[src/hw/rtl/assert_macros.svh]
// Assertion macros shared by the detection row decoder RTL.
// No dependencies; the checks compile away when SYNTHESIS is defined.
`ifndef ASSERT_MACROS_SVH
`define ASSERT_MACROS_SVH
`ifndef SYNTHESIS
`define ASSERT_PROP(lbl, clk, rst, prop) \
   lbl: assert property (@(posedge clk) disable iff (rst) prop) \
      else $error("assertion failed");
`define ASSERT_NEVER(lbl, clk, rst, cond) \
   lbl: assert property (@(posedge clk) disable iff (rst) !(cond)) \
      else $error("forbidden condition seen");
`else
`define ASSERT_PROP(lbl, clk, rst, prop)
`define ASSERT_NEVER(lbl, clk, rst, cond)
`endif
`endif

[src/hw/rtl/drw_pkg.sv]
// Shared constants, register codes and types of the detection row decoder.
// No dependencies; used by the interfaces and every module.
package drw_pkg;

   localparam int VALUE_BITS  = 16;
   localparam int MAX_CLASSES = 128;
   localparam int BOX_ELEMS   = 4;
   localparam int CLASS_BASE  = 5;
   localparam int FRAC_BITS   = VALUE_BITS - 1;

   localparam int POS_BITS     = $clog2(BOX_ELEMS + MAX_CLASSES + 1);
   localparam int BOX_IDX_BITS = $clog2(BOX_ELEMS);

   localparam int THR_BITS   = 16;
   localparam int DIM_BITS   = 14;
   localparam int COUNT_BITS = 8;
   localparam int CLASS_BITS = 7;
   localparam int SCORE_BITS = 16;
   localparam int COORD_BITS = 16;
   localparam int SIZE_BITS  = 15;

   localparam int PROD_BITS = VALUE_BITS + DIM_BITS;
   localparam int DIFF_BITS = PROD_BITS + 2;

   localparam int CSR_IDX_BITS  = 8;
   localparam int CSR_DATA_BITS = 16;

   localparam int QUEUE_DEPTH = 2;
   localparam int QPTR_BITS   = (QUEUE_DEPTH > 1) ? $clog2(QUEUE_DEPTH) : 1;
   localparam int QCNT_BITS   = $clog2(QUEUE_DEPTH + 1);

   localparam logic [THR_BITS-1:0]   THRESHOLD_RESET   = THR_BITS'(16384);
   localparam logic [DIM_BITS-1:0]   IMAGE_WIDTH_RESET = DIM_BITS'(640);
   localparam logic [DIM_BITS-1:0]   IMAGE_HEIGHT_RESET = DIM_BITS'(640);
   localparam logic [COUNT_BITS-1:0] CLASS_COUNT_RESET = COUNT_BITS'(80);

   typedef enum logic [CSR_IDX_BITS-1:0] {
      CSR_SCORE_THRESHOLD = 8'd0,
      CSR_IMAGE_WIDTH     = 8'd1,
      CSR_IMAGE_HEIGHT    = 8'd2,
      CSR_CLASS_COUNT     = 8'd3
   } csr_index_type;

   // one finished row that passed the threshold, waiting for box math
   typedef struct packed {
      logic [CLASS_BITS-1:0] class_index;
      logic [SCORE_BITS-1:0] score;
      logic [VALUE_BITS-1:0] cx;
      logic [VALUE_BITS-1:0] cy;
      logic [VALUE_BITS-1:0] bw;
      logic [VALUE_BITS-1:0] bh;
      logic [DIM_BITS-1:0]   img_w;
      logic [DIM_BITS-1:0]   img_h;
   } job_type;

endpackage

[src/hw/rtl/drw_if.sv]
// Valid/ready channel interfaces: row values in, detections out, register writes.
// Depends on drw_pkg.
interface drw_req_if;
   import drw_pkg::*;
   logic                  valid;
   logic                  ready;
   logic [VALUE_BITS-1:0] value;
   modport source (output valid, output value, input ready);
   modport sink (input valid, input value, output ready);
endinterface

interface drw_rsp_if;
   import drw_pkg::*;
   logic                         valid;
   logic                         ready;
   logic [CLASS_BITS-1:0]        class_index;
   logic [SCORE_BITS-1:0]        score;
   logic signed [COORD_BITS-1:0] left;
   logic signed [COORD_BITS-1:0] top;
   logic [SIZE_BITS-1:0]         box_width;
   logic [SIZE_BITS-1:0]         box_height;
   modport source (output valid, output class_index, output score, output left,
                   output top, output box_width, output box_height, input ready);
   modport sink (input valid, input class_index, input score, input left,
                 input top, input box_width, input box_height, output ready);
endinterface

interface drw_csr_if;
   import drw_pkg::*;
   logic                     valid;
   logic                     ready;
   logic [CSR_IDX_BITS-1:0]  index;
   logic [CSR_DATA_BITS-1:0] data;
   modport source (output valid, output index, output data, input ready);
   modport sink (input valid, input index, input data, output ready);
endinterface

[src/hw/rtl/drw_front.sv]
// Front end: register file, row position tracking, box capture, class argmax.
// Depends on drw_pkg and drw_if; pushes finished rows into drw_queue.
`include "assert_macros.svh"
module drw_front (
   input  logic              clock,
   input  logic              reset,
   drw_req_if.sink           req_ch,
   drw_csr_if.sink           csr_ch,
   input  logic              q_ready,
   output logic              q_push,
   output drw_pkg::job_type  q_job
);
   import drw_pkg::*;

   logic [THR_BITS-1:0]   thr_ff, thr_in;
   logic [DIM_BITS-1:0]   img_w_ff, img_w_in;
   logic [DIM_BITS-1:0]   img_h_ff, img_h_in;
   logic [COUNT_BITS-1:0] count_ff, count_in;

   logic [POS_BITS-1:0]   pos_ff, pos_in;
   logic [VALUE_BITS-1:0] box_ff [BOX_ELEMS];
   logic [VALUE_BITS-1:0] box_in [BOX_ELEMS];
   logic [VALUE_BITS-1:0] obj_ff, obj_in;
   logic [CLASS_BITS-1:0] best_class_ff, best_class_in;
   logic [VALUE_BITS-1:0] best_score_ff, best_score_in;

   logic [POS_BITS-1:0]   n_classes;
   logic [POS_BITS:0]     last_pos;
   logic                  row_end;
   logic                  accept;

   assign req_ch.ready = q_ready;
   assign csr_ch.ready = 1'b1;
   assign accept = req_ch.valid && q_ready;

   always_comb begin
      thr_in   = thr_ff;
      img_w_in = img_w_ff;
      img_h_in = img_h_ff;
      count_in = count_ff;
      if (csr_ch.valid) begin
         case (csr_index_type'(csr_ch.index))
            CSR_SCORE_THRESHOLD: thr_in = csr_ch.data[THR_BITS-1:0];
            CSR_IMAGE_WIDTH:     img_w_in = csr_ch.data[DIM_BITS-1:0];
            CSR_IMAGE_HEIGHT:    img_h_in = csr_ch.data[DIM_BITS-1:0];
            CSR_CLASS_COUNT:     count_in = csr_ch.data[COUNT_BITS-1:0];
            default:             thr_in = thr_ff;
         endcase
      end
   end

   always_comb begin
      if (int'(count_ff) > MAX_CLASSES) begin
         n_classes = POS_BITS'(MAX_CLASSES);
      end else begin
         n_classes = POS_BITS'(count_ff);
      end
      last_pos = (POS_BITS+1)'(BOX_ELEMS) + {1'b0, n_classes};
      // a lowered class count can leave the position past the last element
      row_end  = {1'b0, pos_ff} >= last_pos;

      box_in        = box_ff;
      obj_in        = obj_ff;
      best_class_in = best_class_ff;
      best_score_in = best_score_ff;
      if (int'(pos_ff) < BOX_ELEMS) begin
         box_in[pos_ff[BOX_IDX_BITS-1:0]] = req_ch.value;
      end else if (int'(pos_ff) == BOX_ELEMS) begin
         obj_in        = req_ch.value;
         best_class_in = '0;
         best_score_in = '0;
      end else if (req_ch.value >= best_score_ff) begin
         // ties go to the later class
         best_score_in = req_ch.value;
         best_class_in = CLASS_BITS'(pos_ff - POS_BITS'(CLASS_BASE));
      end
      pos_in = row_end ? '0 : pos_ff + POS_BITS'(1);

      q_job.class_index = (n_classes == '0) ? '0 : best_class_in;
      q_job.score       = SCORE_BITS'(obj_in);
      q_job.cx          = box_in[0];
      q_job.cy          = box_in[1];
      q_job.bw          = box_in[2];
      q_job.bh          = box_in[3];
      q_job.img_w       = img_w_ff;
      q_job.img_h       = img_h_ff;
      q_push = accept && row_end && (obj_in > VALUE_BITS'(thr_ff));
   end

   always_ff @(posedge clock) begin
      if (reset) begin
         thr_ff   <= THRESHOLD_RESET;
         img_w_ff <= IMAGE_WIDTH_RESET;
         img_h_ff <= IMAGE_HEIGHT_RESET;
         count_ff <= CLASS_COUNT_RESET;
         pos_ff   <= '0;
      end else begin
         thr_ff   <= thr_in;
         img_w_ff <= img_w_in;
         img_h_ff <= img_h_in;
         count_ff <= count_in;
         if (accept) begin
            pos_ff <= pos_in;
         end
      end
   end

   always_ff @(posedge clock) begin
      if (accept) begin
         box_ff        <= box_in;
         obj_ff        <= obj_in;
         best_class_ff <= best_class_in;
         best_score_ff <= best_score_in;
      end
   end

   `ASSERT_PROP(pos_in_range, clock, reset,
                int'(pos_ff) <= BOX_ELEMS + MAX_CLASSES)
   `ASSERT_PROP(push_only_at_row_end, clock, reset, q_push |-> accept && row_end)

endmodule

[src/hw/rtl/drw_queue.sv]
// Short FIFO of finished rows between the front end and the box math.
// Depends on drw_pkg.
`include "assert_macros.svh"
module drw_queue (
   input  logic              clock,
   input  logic              reset,
   input  logic              push,
   input  drw_pkg::job_type  push_job,
   output logic              not_full,
   input  logic              pop,
   output logic              not_empty,
   output drw_pkg::job_type  head_job
);
   import drw_pkg::*;

   job_type              mem_ff [QUEUE_DEPTH];
   logic [QPTR_BITS-1:0] wr_ptr_ff, wr_ptr_in;
   logic [QPTR_BITS-1:0] rd_ptr_ff, rd_ptr_in;
   logic [QCNT_BITS-1:0] count_ff, count_in;
   logic                 do_push, do_pop;

   function automatic logic [QPTR_BITS-1:0] next_ptr(input logic [QPTR_BITS-1:0] p);
      logic [QPTR_BITS-1:0] r;
      if (int'(p) == QUEUE_DEPTH - 1) begin
         r = '0;
      end else begin
         r = p + QPTR_BITS'(1);
      end
      return r;
   endfunction

   assign not_full  = int'(count_ff) < QUEUE_DEPTH;
   assign not_empty = count_ff != '0;
   assign head_job  = mem_ff[rd_ptr_ff];
   assign do_push   = push && not_full;
   assign do_pop    = pop && not_empty;

   always_comb begin
      wr_ptr_in = do_push ? next_ptr(wr_ptr_ff) : wr_ptr_ff;
      rd_ptr_in = do_pop ? next_ptr(rd_ptr_ff) : rd_ptr_ff;
      count_in  = count_ff;
      if (do_push && !do_pop) begin
         count_in = count_ff + QCNT_BITS'(1);
      end else if (do_pop && !do_push) begin
         count_in = count_ff - QCNT_BITS'(1);
      end
   end

   always_ff @(posedge clock) begin
      if (reset) begin
         wr_ptr_ff <= '0;
         rd_ptr_ff <= '0;
         count_ff  <= '0;
      end else begin
         wr_ptr_ff <= wr_ptr_in;
         rd_ptr_ff <= rd_ptr_in;
         count_ff  <= count_in;
      end
   end

   always_ff @(posedge clock) begin
      if (do_push) begin
         mem_ff[wr_ptr_ff] <= push_job;
      end
   end

   `ASSERT_NEVER(no_push_when_full, clock, reset, push && !not_full)
   `ASSERT_NEVER(no_pop_when_empty, clock, reset, pop && !not_empty)
   `ASSERT_PROP(count_bounded, clock, reset, int'(count_ff) <= QUEUE_DEPTH)

endmodule

[src/hw/rtl/drw_back.sv]
// Back end: scales a detection to pixels and converts centre form to corners.
// Depends on drw_pkg and drw_if; takes jobs from drw_queue.
`include "assert_macros.svh"
module drw_back (
   input  logic              clock,
   input  logic              reset,
   input  logic              q_valid,
   input  drw_pkg::job_type  q_job,
   output logic              q_pop,
   drw_rsp_if.source         rsp_ch
);
   import drw_pkg::*;

   // stage 1: products
   logic                  s1_valid_ff;
   logic [PROD_BITS-1:0]  px_ff, py_ff, pw_ff, ph_ff;
   logic [CLASS_BITS-1:0] s1_class_ff;
   logic [SCORE_BITS-1:0] s1_score_ff;
   logic                  s1_ready;

   // stage 2: output word
   logic                         out_valid_ff;
   logic [CLASS_BITS-1:0]        out_class_ff;
   logic [SCORE_BITS-1:0]        out_score_ff;
   logic signed [COORD_BITS-1:0] out_left_ff, out_left_in;
   logic signed [COORD_BITS-1:0] out_top_ff, out_top_in;
   logic [SIZE_BITS-1:0]         out_w_ff, out_w_in;
   logic [SIZE_BITS-1:0]         out_h_ff, out_h_in;
   logic                         out_ready;

   logic signed [DIFF_BITS-1:0] dx, dy, dxb, dyb, sx, sy;
   logic [PROD_BITS-1:0]        sw, sh;

   localparam logic [DIFF_BITS-1:0] ROUND_BIAS = DIFF_BITS'((1 << (FRAC_BITS + 1)) - 1);

   assign out_ready = !out_valid_ff || rsp_ch.ready;
   assign s1_ready  = !s1_valid_ff || out_ready;
   assign q_pop     = q_valid && s1_ready;

   always_comb begin
      dx = $signed({1'b0, px_ff, 1'b0}) - $signed({2'b00, pw_ff});
      dy = $signed({1'b0, py_ff, 1'b0}) - $signed({2'b00, ph_ff});
      // bias negatives so the arithmetic shift truncates toward zero
      dxb = $signed(dx + (dx[DIFF_BITS-1] ? ROUND_BIAS : '0));
      dyb = $signed(dy + (dy[DIFF_BITS-1] ? ROUND_BIAS : '0));
      sx  = dxb >>> (FRAC_BITS + 1);
      sy  = dyb >>> (FRAC_BITS + 1);
      sw  = pw_ff >> FRAC_BITS;
      sh  = ph_ff >> FRAC_BITS;
      out_left_in = sx[COORD_BITS-1:0];
      out_top_in  = sy[COORD_BITS-1:0];
      out_w_in    = sw[SIZE_BITS-1:0];
      out_h_in    = sh[SIZE_BITS-1:0];
   end

   always_ff @(posedge clock) begin
      if (reset) begin
         s1_valid_ff  <= 1'b0;
         out_valid_ff <= 1'b0;
      end else begin
         if (s1_ready) begin
            s1_valid_ff <= q_valid;
         end
         if (out_ready) begin
            out_valid_ff <= s1_valid_ff;
         end
      end
   end

   always_ff @(posedge clock) begin
      if (q_pop) begin
         px_ff       <= PROD_BITS'(q_job.cx * q_job.img_w);
         py_ff       <= PROD_BITS'(q_job.cy * q_job.img_h);
         pw_ff       <= PROD_BITS'(q_job.bw * q_job.img_w);
         ph_ff       <= PROD_BITS'(q_job.bh * q_job.img_h);
         s1_class_ff <= q_job.class_index;
         s1_score_ff <= q_job.score;
      end
      if (out_ready && s1_valid_ff) begin
         out_class_ff <= s1_class_ff;
         out_score_ff <= s1_score_ff;
         out_left_ff  <= out_left_in;
         out_top_ff   <= out_top_in;
         out_w_ff     <= out_w_in;
         out_h_ff     <= out_h_in;
      end
   end

   assign rsp_ch.valid       = out_valid_ff;
   assign rsp_ch.class_index = out_class_ff;
   assign rsp_ch.score       = out_score_ff;
   assign rsp_ch.left        = out_left_ff;
   assign rsp_ch.top         = out_top_ff;
   assign rsp_ch.box_width   = out_w_ff;
   assign rsp_ch.box_height  = out_h_ff;

   `ASSERT_PROP(s1_holds_when_blocked, clock, reset,
                s1_valid_ff && !out_ready |=> s1_valid_ff)
   `ASSERT_PROP(pop_lands_in_s1, clock, reset, q_pop |=> s1_valid_ff)

endmodule

[src/hw/rtl/detection_row_decoder.sv]
// Top level of the detection row decoder: front end, row queue, box math.
// Depends on drw_pkg, drw_if, drw_front, drw_queue and drw_back.
//
// Usage:
//   req_ch carries row values one word per cycle: centre x, centre y, width,
//   height, objectness, then class_count class scores (Q1.15, unsigned).
//   The row position is tracked inside; there is no framing signal.
//   rsp_ch carries one detection word per row whose objectness is above
//   score_threshold: best class (ties to the later class), objectness and
//   the box in pixels as left, top, width, height, truncated toward zero.
//   csr_ch writes score_threshold (0), image_width (1), image_height (2)
//   and class_count (3); it is always ready, other indexes are dropped.
// Throughput: one value per cycle while not stalled; the per-row box math
//   runs in a two-stage pipeline fed from a two-entry row queue.
// Path: a finished row goes into the row queue, then to the multiply stage
//   and then to the output register that drives rsp_ch.
// Reset: registers return to their defaults, the row position goes to the
//   first element and queue and pipeline are emptied.
// Stall: when rsp_ch is not ready, the pipeline and queue hold up to four
//   pending detections; req_ch.ready drops only once the queue is full.
module detection_row_decoder (
   input  logic    clock,
   input  logic    reset,
   drw_req_if.sink   req_ch,
   drw_rsp_if.source rsp_ch,
   drw_csr_if.sink   csr_ch
);
   import drw_pkg::*;

   logic    q_push, q_not_full, q_pop, q_not_empty;
   job_type push_job, head_job;

   drw_front u_front (
      .clock   (clock),
      .reset   (reset),
      .req_ch  (req_ch),
      .csr_ch  (csr_ch),
      .q_ready (q_not_full),
      .q_push  (q_push),
      .q_job   (push_job)
   );

   drw_queue u_queue (
      .clock     (clock),
      .reset     (reset),
      .push      (q_push),
      .push_job  (push_job),
      .not_full  (q_not_full),
      .pop       (q_pop),
      .not_empty (q_not_empty),
      .head_job  (head_job)
   );

   drw_back u_back (
      .clock   (clock),
      .reset   (reset),
      .q_valid (q_not_empty),
      .q_job   (head_job),
      .q_pop   (q_pop),
      .rsp_ch  (rsp_ch)
   );

endmodule
[src/flat_wrapper.sv]
// flat-port wrapper written by rule: the top's interface ports become plain ports
module detection_row_decoder_flat import drw_pkg::*;
  (clock, reset, req_ch_valid, req_ch_value, req_ch_ready, rsp_ch_valid, rsp_ch_class_index, rsp_ch_score, rsp_ch_left, rsp_ch_top, rsp_ch_box_width, rsp_ch_box_height, rsp_ch_ready, csr_ch_valid, csr_ch_index, csr_ch_data, csr_ch_ready);
  drw_req_if req_ch_i ();
  drw_rsp_if rsp_ch_i ();
  drw_csr_if csr_ch_i ();
  input  logic clock;
  input  logic reset;
  input wire logic [$bits(req_ch_i.valid)-1:0] req_ch_valid;
  input wire logic [$bits(req_ch_i.value)-1:0] req_ch_value;
  output wire logic [$bits(req_ch_i.ready)-1:0] req_ch_ready;
  output wire logic [$bits(rsp_ch_i.valid)-1:0] rsp_ch_valid;
  output wire logic [$bits(rsp_ch_i.class_index)-1:0] rsp_ch_class_index;
  output wire logic [$bits(rsp_ch_i.score)-1:0] rsp_ch_score;
  output wire logic [$bits(rsp_ch_i.left)-1:0] rsp_ch_left;
  output wire logic [$bits(rsp_ch_i.top)-1:0] rsp_ch_top;
  output wire logic [$bits(rsp_ch_i.box_width)-1:0] rsp_ch_box_width;
  output wire logic [$bits(rsp_ch_i.box_height)-1:0] rsp_ch_box_height;
  input wire logic [$bits(rsp_ch_i.ready)-1:0] rsp_ch_ready;
  input wire logic [$bits(csr_ch_i.valid)-1:0] csr_ch_valid;
  input wire logic [$bits(csr_ch_i.index)-1:0] csr_ch_index;
  input wire logic [$bits(csr_ch_i.data)-1:0] csr_ch_data;
  output wire logic [$bits(csr_ch_i.ready)-1:0] csr_ch_ready;
  assign req_ch_i.valid = req_ch_valid;
  assign req_ch_i.value = req_ch_value;
  assign req_ch_ready = req_ch_i.ready;
  assign rsp_ch_valid = rsp_ch_i.valid;
  assign rsp_ch_class_index = rsp_ch_i.class_index;
  assign rsp_ch_score = rsp_ch_i.score;
  assign rsp_ch_left = rsp_ch_i.left;
  assign rsp_ch_top = rsp_ch_i.top;
  assign rsp_ch_box_width = rsp_ch_i.box_width;
  assign rsp_ch_box_height = rsp_ch_i.box_height;
  assign rsp_ch_i.ready = rsp_ch_ready;
  assign csr_ch_i.valid = csr_ch_valid;
  assign csr_ch_i.index = csr_ch_index;
  assign csr_ch_i.data = csr_ch_data;
  assign csr_ch_ready = csr_ch_i.ready;
  detection_row_decoder u_core (.clock(clock), .reset(reset), .req_ch(req_ch_i), .rsp_ch(rsp_ch_i), .csr_ch(csr_ch_i));
endmodule
[config.mk]
export PLATFORM = sky130hd
export DESIGN_NAME = detection_row_decoder_flat
export DESIGN_NICKNAME = d
export VERILOG_FILES = /design/src/hw/rtl/drw_pkg.sv /design/src/hw/rtl/drw_if.sv /design/src/hw/rtl/drw_front.sv /design/src/hw/rtl/drw_queue.sv /design/src/hw/rtl/drw_back.sv /design/src/hw/rtl/detection_row_decoder.sv /design/src/flat_wrapper.sv
export VERILOG_INCLUDE_DIRS = /design/src /design/src/hw/rtl
export SDC_FILE = /design/constraint.sdc
export NUM_CORES = 2
export LEC_CHECK = 0
export BUFFER_PORTS_ARGS = -buffer_cell sky130_fd_sc_hd__buf_2
export CAP_MARGIN = 40
export CORE_MARGIN = 4
export CORE_UTILIZATION = 40
export CTS_BUF_LIST = sky130_fd_sc_hd__clkbuf_8 sky130_fd_sc_hd__clkbuf_16
export CTS_CLUSTER_DIAMETER = 50
export DETAILED_ROUTE_END_ITERATION = 6
export PLACE_DENSITY = 0.57
export SLEW_MARGIN = 10
export SYNTH_ARGS = -nofsm -noshare
export SYNTH_HDL_FRONTEND = slang
export SYNTH_HIERARCHICAL = 1
export SYNTH_SLANG_ARGS = --single-unit
[constraint.sdc]
create_clock -name clock -period 17.85 [get_ports clock]
set_input_delay 4.4625 -clock clock [delete_from_list [all_inputs] [get_ports clock]]
set_output_delay 4.4625 -clock clock [all_outputs]
set_load 0.005 [all_outputs]
## Word level (Yosys, flattened, before mapping)

Memory sizes are Yosys's and may differ from the RTL's. A register that Yosys moved wholly into a read port is not among the register bits.
Index checks and enable logic that the tools add are counted.

| storage, ports and cells | value |
|---|---|
| bits in registers | 397 |
| latch bits | 0 |
| RAM bits | 230 |
| memory bits (read-only) | 0 |
| input bits | 45 |
| output and inout port bits | 88 |
| word-level logic and storage cells | 108 |
| memories kept | 1 |

| cells by class | value |
|---|---|
| $add $sub $neg | 11 |
| multiply operators | 4 |
| div/mod/pow operators | 0 |
| $lt $le $gt $ge | 8 |
| equality and inequality tests | 4 |
| shift operators | 0 |
| multiplexer cells | 23 |
| bitwise logic cells | 2 |
| reductions and logical operators | 26 |

Memory list:

| memory | words | width | rd ports | clocked after Yosys merged registers in | write ports | RTL line | source |
|---|---|---|---|---|---|---|---|
| u_core.u_queue.mem_ff | 2 | 115 | 1 | 1 | 1 | drw_queue.sv:16 | `job_type mem_ff [QUEUE_DEPTH];` |

Operator list:

| cell | number |
|---|---|
| $mul 16x14->30 | 4 |
| $mux 16 | 6 |
| $add 32x16->32 | 2 |
| $bwmux 64 | 1 |
| $mux 64 | 1 |
| $sub 31x30->32 | 2 |
| $demux 16 s2 | 1 |
| $mux 7 | 4 |
| $eq 8x2->1 const B | 2 |
| $ge 16x16->1 | 1 |
| $gt 16x16->1 | 1 |
| $logic_not 8->1 | 2 |
| $mux 8 | 2 |
| $logic_and 1x1->1 | 10 |
| $add 3x8->9 const A | 1 |
| $ge 8x9->1 | 1 |
| $add 8x1->8 const B | 1 |
| $eq 8x1->1 const B | 1 |
| $eq 8x4->1 const B | 1 |
| $gt 8x8->1 const B | 1 |
| $lt 8x3->1 const B | 1 |
| $reduce_and 2->1 | 4 |
| $sub 7x3->7 const B | 1 |
| $mux 1 | 6 |
| other kinds (13) | 21 |

## Depth between registers and ports, before layout

| depth | value |
|---|---|
| depth after elaboration | 11 |
| depth in mapped cells | 30 |
| gate-level depth less buffers | 26 |

## By module

Netlist, hierarchy kept.

By module, submodules not included:

| module | times used | cells an instance | area an instance (µm²) | sequential area each (µm²) |
|---|---|---|---|---|
| drw_back | 1 | 4,280 | 40,702.8 | 6,886.6 |
| drw_queue | 1 | 381 | 8,710.9 | 7,006.7 |
| drw_front | 1 | 727 | 7,943.9 | 4,294.1 |

## Worst setup path after synthesis

No wires, ideal clock.

| path | value |
|---|---|
| path kind | input-to-reg |
| from | input port rsp_ch_ready |
| to | register u_core.u_queue.count_ff[1] |
| library setup time | 0.070 ns |
| arrival | 18.155 ns |
| required time | 17.780 ns |
| setup slack | -0.375 ns |
| stages on the path | 6 |
| buffers on the path | 0 |
| path through | nor2b_1 a21boi_0 o21ai_0 ha_1 or3_1 a21oi_1 |

| on the way | value |
|---|---|
| word-level cells in the longest chain between the ends | 7 |
| elaborated cells between the ends (all ways) | 9 |
| classes of those cells | mux: 1; reduce/logical: 8 |

Ends and longest elaborated chain:

| what | RTL line | source |
|---|---|---|
| from (decl) | flat_wrapper.sv:19 | `input wire logic [$bits(rsp_ch_i.ready)-1:0] rsp_ch_ready;` |
| $logic_or 1x1->1 (*) | drw_back.sv:36 | `assign out_ready = !out_valid_ff \|\| rsp_ch.ready;` |
| $logic_or 1x1->1 (*) | drw_back.sv:37 | `assign s1_ready = !s1_valid_ff \|\| out_ready;` |
| $logic_and 1x1->1 (*) | drw_back.sv:38 | `assign q_pop = q_valid && s1_ready;` |
| net u_core.q_pop | detection_row_decoder.sv:30 | `logic q_push, q_not_full, q_pop, q_not_empty;` |
| $logic_and 1x1->1 (*) | drw_queue.sv:36 | `assign do_pop = pop && not_empty;` |
| $logic_not 1->1 | drw_queue.sv:42 | `if (do_push && !do_pop) begin` |
| $logic_and 1x1->1 | drw_queue.sv:42 |  |
| $mux 2 / $reduce_bool 2->1 (equally long branches) | n/a |  |
| to (signal assigned) | drw_queue.sv:57 | `count_ff <= count_in;` |
| to (decl) | drw_queue.sv:19 | `logic [QCNT_BITS-1:0] count_ff, count_in;` |

Mark *: on every way through the listed nets, which the timed path passes. The rest lies on a longest branch.
A chain may end at the register's enable or synchronous reset.

==> results.sh <==
export IMPL_synth_top_cell_area_share_pct=29.4
export IMPL_first_global_vias=39700
export IMPL_maxCapViolCount=0
export IMPL_cts_hold_buf=0
export IMPL_async_flop_share_pct=0
export IMPL_worst_setup_path_end_kind="flip-flop"
export IMPL_drc=0
export IMPL_drt_iter0_drc=2344
export IMPL_period_minus_slack_ps=9090
export IMPL_swShare_pct=22.6
export IMPL_cp_arrival_ps=9470
export IMPL_slowest_delay_ps=860
export IMPL_hold_ws_ps=416
export IMPL_power_density_mw_per_mm2=55.0
export IMPL_synth_compound_area_share_pct=6.53
export IMPL_synth_most_common_cell="inv_1"
export IMPL_worst_clock_skew_ps=85.4
export IMPL_grt_max_degree=65
export IMPL_ios=133
export IMPL_rows=138
export IMPL_yosys_area_top_type="edfxtp_1"
export IMPL_intPower_mw=2.67
export IMPL_synthCells=5388
export IMPL_drv_slew=0
export IMPL_drtPass1Iterations=7
export IMPL_layout_drive_gt1_share_pct=9.80
export IMPL_ys_types=95
export IMPL_clock_latency_ps=720
export IMPL_diodes=0
export IMPL_wl_per_cell_microns=19.0
export IMPL_critPathKind="reg2reg"
export IMPL_worstPathMaxFanout=47
export IMPL_synth_simple_area_share_pct=13.3
export IMPL_synthAdderAreaFrac_pct=34.3
export IMPL_p_clk_share_pct=50.2
export IMPL_die_height_microns=387
export IMPL_fin_area_sq_mm=0.0628
export IMPL_max_freq_mhz=110
export IMPL_grt_pass1_wl_microns=225000
export IMPL_cts_setup_buffers=0
export IMPL_path_delay_family="adder cells"
export IMPL_muxShareOfSynthArea_pct=3.80
export IMPL_synth_fp_nets=6607
export IMPL_tritoncts_num_buffers=86
export IMPL_seq_area_frac_synth_pct=31.7
export IMPL_cts_sinks=628
export IMPL_hp_class="reg2reg"
export IMPL_initial_utilization_pct=40.4
export IMPL_switching_power_mw=0.779
export IMPL_setup_tns_final_ps=0
export IMPL_worst_ir_drop_vdd_v=0.0000774
export IMPL_critPathRequiredTime_ps=18240
export IMPL_leakage_nw=28.8
export IMPL_core_area_sq_mm=0.142
export IMPL_synth_seq_cells=628
export IMPL_synth_ff_type="edfxtp_1"
export IMPL_synth_edff_count=561
export IMPL_dp_hpwl_microns=103000
export IMPL_chipWidth_microns=387
export IMPL_ys_top_cells_by_count="883 x inv_1, 709 x nand2_1, 662 x fa_1, 561 x edfxtp_1, 512 x ha_1"
export IMPL_drt_total_wl_microns=141000
export IMPL_crit_path_start_kind="flip-flop"
export IMPL_cp_buffers_inverters=7
export IMPL_antenna_found_initial=4
export IMPL_finalHoldViolCount=0
export IMPL_ant_nets=0
export IMPL_rsz0062_at_grt="no"
export IMPL_nFillCells=13400
export IMPL_fin_crit_sh_pct=50.9
export IMPL_clkTransAtPathRegs_ps=60
export IMPL_synth_area_sq_mm=0.0574
export IMPL_p_total_mw=3.45
export IMPL_synth_xor_xnor_area_share_pct=2.96
export IMPL_syn_to_final_growth_pct=9.48
export IMPL_yosys_top_cells_area="edfxtp_1 29%, fa_1 23%, ha_1 11%"
export IMPL_track_usage_pct=18.9
export IMPL_yosysWarnings=6
export IMPL_num_nets_final=6648
export IMPL_routed_via_count=37500
export IMPL_slowest_stage="dfxtp_4"
export IMPL_place_gp_congestion=0.831
export IMPL_cts_max_level=3
export IMPL_pwr_share_seq_pct=47.0
export IMPL_tightest_slew_ps=900
export IMPL_placed_cell_area_sq_mm=0.0598
export IMPL_setup_viol_count_final=0
export IMPL_cts_tree="built"
export IMPL_synth_top_family_by_area="adder cells"
export IMPL_grt_ovfl_total=0
export IMPL_cts_root_buf="clkbuf_16"
export IMPL_viasPerCell=5.08
export IMPL_die_area_sq_mm=0.150
export IMPL_avgSynthCellArea_sq_um=10.6
export IMPL_numPortBuffers=131
export IMPL_status="completed"
export IMPL_cts_resized_gates=0
export IMPL_slew_headroom_pct=39.4
export IMPL_clockBufferDepth=3
export IMPL_power_frac_comb_pct=2.7
registers in the layout (all words and copies together), names as in the netlist, 16 cells and up, named ones only:
signal,flops
u_core/u_back/ph_ff,30
u_core/u_back/s1_score_ff,16
u_core/u_back/rsp_ch.top,16
u_core/u_back/py_ff,30
u_core/u_back/rsp_ch.left,16
u_core/u_back/px_ff,30
u_core/u_back/rsp_ch.score,16
u_core/u_queue/mem_ff,230
u_core/u_front/thr_ff,16
u_core/u_front/box_ff,64
u_core/u_back/pw_ff,30
u_core/u_front/obj_ff,16
u_core/u_front/best_score_ff,16
kinds of logic (layout without fill, tap and decap cells):
kind of cell | after synthesis | after routing
muxes | 177 | 177
AOI/OAI and AO/OA | 579 | 579
buffers and inverters | 1091 | 1205
DFF | 628 | 628
xor gates and xnor gates | 194 | 194
other | 1 | 1
adders and majority gates | 1174 | 1174
and+or+nand+nor | 1544 | 1544
cells in the final DEF, fill, tap and decap left out, types with 20 or more instances in the layout:
cell type	count
nand2_1	709
inv_1	891
xnor2_1	132
nor3_1	39
nand2b_1	23
dfxtp_1	66
buf_2	131
a21o_1	86
buf_4	23
fa_1	662
ha_1	512
mux2_4	50
nand3_1	44
mux2_2	125
edfxtp_1	561
nor2_1	109
a211oi_1	20
clkbuf_16	87
o21bai_1	29
xor2_1	62
nor2b_1	22
o21a_1	32
and2_1	451
and3_1	31
a21oi_1	205
o21ai_0	83
layout make-up:
| type | count | area, sq um | area share [%] |
|---|---|---|---|
| multi-input cells | 3669 | 35000 | 55.7 |
| flip-flops and latches | 628 | 18200 | 29.0 |
| inverters | 883 | 3320 | 5.28 |
| well taps | 1890 | 2360 | 3.77 |
| clock buffers | 88 | 2190 | 3.49 |
| repair buffers | 161 | 986 | 1.57 |
| clock inverters | 73 | 785 | 1.25 |
routing by layer:
layer	global-route usage, %	part of all wire, %	vias to the layer above
li1	-	-	17600
met1	26.3	46	19000
met2	31.4	47	829
met3	2.58	4.8	140
met4	4.53	1.8	0
met5	0	0	-
worst reg2reg max path: cells and delay by family, from the launching register on:
kind / cells / cell delay, ps
AOI/OAI and AO/OA: 10 / 2390
xor gates and xnor gates: 1 / 80
adders and majority gates: 7 / 3300
buffers and inverters: 7 / 1100
DFF: 1 / 860
muxes: 1 / 730
and+or+nand+nor: 1 / 310
final timing paths:
kind                           startpoint                             endpoint  slack [ps]  cells after the start
max                             flip-flop              u_core/u_back/py_ff[29]        8760                     27
min          u_core/u_back/s1_class_ff[1]  u_core/u_back/rsp_ch.class_index[1]         420                      0
max reg2reg                     flip-flop              u_core/u_back/py_ff[29]        8760                     27
min reg2reg  u_core/u_back/s1_class_ff[1]  u_core/u_back/rsp_ch.class_index[1]         420                      0
power groups by stage:
stage / Clock [mW] / Combinational, mW / Sequential (mW)
2_1_floorplan: 0 / 0.0539 / 1.65
3_3_place_gp: 0 / 0.0893 / 1.65
3_5_place_dp: 0 / 0.0946 / 1.65
4_1_cts: 1.78 / 0.0952 / 1.62
5_1_grt: 1.85 / 0.103 / 1.62
6_report: 1.74 / 0.0941 / 1.62
metrics by stage:
step | setup slack, ps | util, % | std cells
after global routing | 8350 | 44.2 | 7392
after global placement | 8890 | 42.0 | 7224
after floorplan | 4030 | - | 5388
after CTS | 8760 | 44.2 | 7390
final | 8760 | 44.2 | 7392
after detailed placement | 8870 | 42.1 | 7229
(Power assumes the default switching activity.)
